## src/qse_pkg.sv

```systemverilog
// shared types, codes and constants for the quadrature speed estimator
`default_nettype none
package qse_pkg;

    // item kinds
    localparam logic [1:0] KIND_UPDATE = 2'd0;
    localparam logic [1:0] KIND_START  = 2'd1;
    localparam logic [1:0] KIND_CLEAR  = 2'd2;
    localparam logic [1:0] KIND_NONE   = 2'd3;

    // configuration register indexes
    localparam logic [1:0] CFG_COUNTS_PER_REV = 2'd0;
    localparam logic [1:0] CFG_DIR_REVERSE    = 2'd1;
    localparam logic [1:0] CFG_FILTER_RC      = 2'd2;
    localparam logic [1:0] CFG_COUNTER_16BIT  = 2'd3;

    // configuration reset values
    localparam logic [23:0] CPR_RESET = 24'd4096;

    // speed scale: 60 * 256 * 10^6 split as 234375 << 16 over 2^16 digits
    localparam logic [17:0] SPEED_ODD = 18'd234375;
    // angle scale 360 * 256 = 90 << 10
    localparam logic [6:0]  ANGLE_ODD = 7'd90;

    // serial divider lengths in quotient bits
    localparam logic [5:0] SPD_QBITS = 6'd32;
    localparam logic [5:0] FLT_QBITS = 6'd33;
    localparam logic [5:0] ANG_QBITS = 6'd48;

    // input and result words
    typedef struct packed {
        logic [1:0]  kind;
        logic [31:0] counter_value;
        logic [19:0] elapsed_us;
    } t_in_word;

    typedef struct packed {
        logic signed [63:0] position_total;
        logic signed [47:0] angle_deg_q8;
        logic signed [31:0] speed_rpm_q8;
    } t_out_word;

    // request to the serial divider
    typedef struct packed {
        logic        start;
        logic [43:0] rem;
        logic [47:0] low;
        logic [5:0]  count;
        logic [43:0] divisor;
    } t_div_req;

endpackage
`default_nettype wire

```

## src/qse_div.sv

```systemverilog
// bit-serial restoring divider, one quotient bit per cycle
`default_nettype none
module qse_div (
    input  wire                i_clk,
    input  wire                i_rst_n,
    input  qse_pkg::t_div_req  i_req,
    output logic               o_done,
    output logic [47:0]        o_quot
);

    logic [43:0] r_rem;
    logic [47:0] r_sh;
    logic [43:0] r_div;
    logic [5:0]  r_cnt;
    logic        r_busy;
    logic        r_done;

    logic [44:0] w_trial;
    logic        w_ge;
    logic [44:0] w_sub;

    // trial subtract of the shifted partial remainder
    assign w_trial = {r_rem, r_sh[47]};
    assign w_ge    = w_trial >= {1'b0, r_div};
    assign w_sub   = w_trial - {1'b0, r_div};

    // control
    always_ff @(posedge i_clk) begin
        if (!i_rst_n) begin
            r_busy <= 1'b0;
            r_done <= 1'b0;
            r_cnt  <= 6'd0;
        end else begin
            r_done <= 1'b0;
            if (i_req.start) begin
                r_busy <= 1'b1;
                r_cnt  <= i_req.count;
            end else if (r_busy) begin
                r_cnt <= r_cnt - 6'd1;
                if (r_cnt == 6'd1) begin
                    r_busy <= 1'b0;
                    r_done <= 1'b1;
                end
            end
        end
    end

    // datapath: dividend bits leave at the top, quotient bits enter at the bottom
    always_ff @(posedge i_clk) begin
        if (i_req.start) begin
            r_rem <= i_req.rem;
            r_sh  <= i_req.low;
            r_div <= i_req.divisor;
        end else if (r_busy) begin
            r_rem <= w_ge ? w_sub[43:0] : w_trial[43:0];
            r_sh  <= {r_sh[46:0], w_ge};
        end
    end

    assign o_done = r_done;
    assign o_quot = r_sh;

endmodule
`default_nettype wire

```

## config.mk

```make
export PLATFORM = sky130hd
export DESIGN_NAME = qse_div
export DESIGN_NICKNAME = d
export VERILOG_FILES = /design/src/qse_pkg.sv /design/src/qse_div.sv
export SDC_FILE = /design/constraint.sdc
export NUM_CORES = 1
export LEC_CHECK = 0
export BUFFER_PORTS_ARGS = -buffer_cell sky130_fd_sc_hd__buf_2
export CAP_MARGIN = 20
export CORE_ASPECT_RATIO = 2
export CORE_MARGIN = 4
export CORE_UTILIZATION = 59
export DETAILED_ROUTE_END_ITERATION = 6
export PLACE_DENSITY_LB_ADDON = 0.2
export SYNTH_ARGS = -nofsm -noshare
export SYNTH_HDL_FRONTEND = slang
export SYNTH_SLANG_ARGS = --single-unit
```

## constraint.sdc

```tcl
create_clock -name i_clk -period 8.37 [get_ports i_clk]
set_input_delay 0.837 -clock i_clk [delete_from_list [all_inputs] [get_ports i_clk]]
set_output_delay 0.837 -clock i_clk [all_outputs]
set_load 0.005 [all_outputs]
```

==> impl_table.tex <==
\begin{tabular}{lr}
\hline
Metric & Value \\
\hline
\multicolumn{2}{l}{\textbf{Run status}} \\
Outcome & finished, final reports clean \\
\multicolumn{2}{l}{\textbf{Place}} \\
Count of buffers inserted at the top-level ports & 193 \\
Number of placed instances, taps included & 1146 \\
Placer Congestion & 0.976 \\
Placed cell area & 9750 um\^{}2 \\
Sum of net half-perimeters after detailed placement & 16100 um \\
Worst-case setup slack after placement & 4.46 ns \\
\multicolumn{2}{l}{\textbf{Yosys}} \\
Cell area after technology mapping & 8650 um\^{}2 \\
Most used DFF post-synth & edfxtp\_1 \\
Cell count after synthesis & 790 \\
Number of synthesized flops with an enable pin & 136 \\
Async SR Flop Fraction & 0\% \\
Post-synthesis cell type count & 63 \\
Ys Warns & 0 \\
Post-Syn Nets & 982 \\
Number of register bits inferred by synthesis & 144 \\
Syn avg cell area & 11.0 um\^{}2 \\
Largest family of logic cells by synthesized area & compound AO/OA/AOI/OAI gates \\
Compound-Gate Fraction of Synth Area & 14.0\% \\
Xor/xnor cell area share of the yosys netlist & 4.15\% \\
Adder-Cell Fraction of Synth Area & 6.88\% \\
Fraction of the yosys area taken by sequential cells & 49.1\% \\
Multiplexer share of the synthesized area & 10.5\% \\
Synthesized-area fraction occupied by and/or/nand/nor cells & 11.2\% \\
\multicolumn{2}{l}{\textbf{Routing}} \\
DR vias/cell & 5.76 \\
Drt wl/cell & 18.1 um \\
Number of remaining DRC errors & 0 \\
Count of antenna-violating nets left after detailed routing & 0 \\
Final wirelength & 21300 um \\
TritonRoute pass-1 iters & 5 \\
Number of DRC violations after detailed-routing iteration 0 & 302 \\
Via count & 6781 \\
\multicolumn{2}{l}{\textbf{Final layout}} \\
Final net count & 1165 \\
Count of placed standard cells in the final layout, fillers left out & 1178 \\
Final core area utilization & 71.9\% \\
Antenna fix cells & 0 \\
Area growth syn-to-layout & 19.2\% \\
Final Instance Area & 10300 um\^{}2 \\
Fraction of layout instances using a drive strength above 1 & 30.2\% \\
\multicolumn{2}{l}{\textbf{Setup path}} \\
Critical Path Max Stage Delay & 0.49 ns \\
Setup slack of the worst register-to-register path & 4.42 ns \\
CP delay by family, top & simple AND/OR/NAND/NOR gates \\
Worst Setup End Kind & flop \\
Cells on worst reg2reg path & 10 \\
Cell with the biggest individual delay on the critical path & buf\_4 \\
CP Class & reg -> reg \\
Crit start category & flop \\
Crit path buf inv count & 1 \\
Reg-to-reg critical path startpoint & r\_rem[30] \\
Maximum fanout encountered on the critical timing path & 30 \\
Required time at the endpoint of the critical path & 8.55 ns \\
Reg2Reg Capture Point & r\_rem[8] \\
Arr. time, crit path & 4.13 ns \\
Critical path cell sequence & ha\_1, nand4\_1, or3\_1, nor2\_1, a31oi\_1, a31oi\_1, and2\_2, buf\_4, mux2\_2, mux2\_2 \\
\multicolumn{2}{l}{\textbf{Floorplanning}} \\
Floorplan core area & 14400 um\^{}2 \\
Area of the die & 16800 um\^{}2 \\
Number of cell rows & 62 \\
Horiz. Die Dim & 93.6 um \\
Initial standard-cell utilization of the core & 60.3\% \\
Top-level port count & 194 \\
Floorplan die height & 179 um \\
\multicolumn{2}{l}{\textbf{STA}} \\
Number of hold-slack violations in the final timing report & 0 \\
Slew @ Worst Pin & 0.999 ns \\
Final cycle utilization of the critical path & 47.3\% \\
Slew Limit Headroom & 33.4\% \\
Final Setup Violations & 0 \\
Post-layout minimum cycle time & 3.95 ns \\
Setup TNS & 0 ns \\
Max frequency & 0.253 GHz \\
Min setup slack post-route & 4.42 ns \\
Final clock skew & 0.0104 ns \\
Slew Limit Fails & 0 \\
Unrepaired setup endpoints after global routing & no \\
\multicolumn{2}{l}{\textbf{GRT}} \\
Aggregate global routing overflow & 0 \\
First-pass GRT wire length & 34300 um \\
Vias in the first global route & 7154 \\
Maximum number of pins on one net before global-route repair & 92 \\
Number of antenna violations at the first check in global routing & 0 \\
Global Route Usage Sum & 26.4\% \\
\multicolumn{2}{l}{\textbf{Pwr}} \\
Leak Pwr & 4.51 nW \\
Pwr Density & 333 nW/um\^{}2 \\
Peak ir drop on the vdd network & 0.000183 V \\
\multicolumn{2}{l}{\textbf{Worst hold path}} \\
Worst min-delay path startpoint & r\_busy \\
Min-Delay Path Depth & 2 \\
Destination of the worst hold path & o\_done \\
Type of the worst min-delay path & reg -> reg \\
\multicolumn{2}{l}{\textbf{Clock tree}} \\
CTS tree & built \\
CTS clock-pin slew for the worst setup and hold paths & 0.06 ns \\
Number of clock buffers inserted by TritonCTS & 17 \\
CTS Sinks & 144 \\
Library cell used as clock root buffer & clkbuf\_16 \\
Setup bufs post-CTS & 0 \\
Max Root-Sink Buffers & 2 \\
Number of levels the H-tree was split into & 4 \\
Worst-skew pair later-pin latency & 0.43 ns \\
Post-CTS Resized & 0 \\
Count of hold buffers inserted by post-cts repair & 0 \\
\multicolumn{2}{l}{\textbf{Job}} \\
Max Cap Violations & 0 \\
\hline
\end{tabular}
==> worst reg2reg max path: stages (launching register included) <==
cell,delay [ns]
edfxtp_1,0.40
ha_1,0.43
nand4_1,0.19
or3_1,0.39
nor2_1,0.19
a31oi_1,0.13
a31oi_1,0.39
and2_2,0.43
buf_4,0.49
mux2_2,0.41
mux2_2,0.26
==> per-stage QoR <==
| stage | hold WS (ns) | total power, mW |
|---|---|---|
| global placement | 0.545 | 2.69 |
| finish | 0.556 | 3.44 |
| global route | 0.568 | 3.67 |
| detailed placement | 0.557 | 2.70 |
| CTS | 0.563 | 3.44 |
| floorplan | 0.529 | 2.32 |
==> area by class of cell <==
type / count / area (um^2)
sequential: 144 / 4240
multi-input combinational: 555 / 4040
fill: 1089 / 4040
timing repair buffer: 197 / 1000
clock buffer: 19 / 433
tap: 192 / 240
inverter: 58 / 218
clock inverter: 13 / 131
==> Yosys cell counts, types with 5 or more instances <==
library cell | n | area share, %
a221oi_1 | 5 | 0.51
and4_1 | 5 | 0.51
mux2i_1 | 23 | 2.7
xnor2_1 | 28 | 2.8
o21bai_1 | 8 | 0.69
inv_1 | 58 | 2.5
ha_1 | 46 | 6.7
a211oi_1 | 6 | 0.52
clkbuf_1 | 23 | 1.0
nor4_1 | 6 | 0.43
nor3_1 | 10 | 0.58
nand4_1 | 7 | 0.51
xor2_1 | 13 | 1.3
edfxtp_1 | 136 | 47
a21o_1 | 24 | 2.1
or2_2 | 5 | 0.36
mux2_2 | 59 | 7.7
o211ai_1 | 7 | 0.61
dfxtp_1 | 8 | 1.9
o21ai_0 | 51 | 3.0
nor2b_1 | 10 | 0.72
nand3_1 | 15 | 0.87
nand2_1 | 71 | 3.1
nor2_1 | 32 | 1.4
and2_1 | 9 | 0.65
a21oi_1 | 51 | 3.0
and3_1 | 7 | 0.51
o21a_1 | 5 | 0.43
==> state kept, by name (all words and copies together), names as in the netlist <==
name and count:
o_done 1, o_quot 48, r_busy 1, r_cnt 6, r_div 44, r_rem 44
==> cells by family after synthesis <==
family | count (synthesis)
buffers and inverters | 91
flip-flops | 144
multiplexers | 83
AO/OA/AOI/OAI | 189
AND/OR/NAND/NOR | 195
XOR/XNOR | 41
adder cells (fa/ha/maj) | 47
==> worst max-delay path by stage <==
stage	startpoint	to	slack, ns	cells past startpoint
floorplan	r_rem[15]	r_rem[28]	4.95	12
global placement	r_rem[15]	r_rem[4]	4.56	11
detailed placement	r_rem[30]	r_rem[8]	4.46	10
CTS	r_rem[30]	r_rem[8]	4.45	10
global route	r_rem[30]	r_rem[8]	4.21	10
finish	r_rem[30]	r_rem[8]	4.42	10
==> cells in the final DEF, fill, tap and decap left out, types with 4 or more instances in the layout <==
cell / synthesis / routed
buf_2: 3 / 192
edfxtp_1: 136 / 136
nand2_1: 71 / 71
mux2_2: 59 / 59
inv_1: 58 / 58
o21ai_0: 51 / 51
a21oi_1: 51 / 51
ha_1: 46 / 46
nor2_1: 32 / 32
xnor2_1: 28 / 28
a21o_1: 24 / 24
mux2i_1: 23 / 23
clkbuf_16: 0 / 17
nand3_1: 15 / 15
xor2_1: 13 / 13
nor3_1: 10 / 10
nor2b_1: 10 / 10
and2_1: 9 / 8
o21bai_1: 8 / 8
dfxtp_1: 8 / 8
and3_1: 7 / 7
nand4_1: 7 / 7
o211ai_1: 7 / 7
a211oi_1: 6 / 6
nor4_1: 6 / 6
o21a_1: 5 / 5
and4_1: 5 / 5
a221oi_1: 5 / 5
a211o_1: 4 / 4
or3_1: 4 / 4
or2_2: 5 / 4
clkinvlp_4: 0 / 4
buf_4: 0 / 4
==> power breakdown <==
group | switching, mW | internal (mW)
clock network | 0.315 | 0.415
registers | 0.0822 | 0.993
logic | 0.930 | 0.704
==> layer usage <==
layer / track usage, % / up-vias / routed length, um
met3: 6.80 / 68 / 1350
met5: 0 / - / 0
met2: 47.7 / 250 / 11400
met1: 27.6 / 3171 / 7530
li1: - / 3292 / -
met4: 13.8 / 0 / 961
Power figures use the tool's default switching activity.
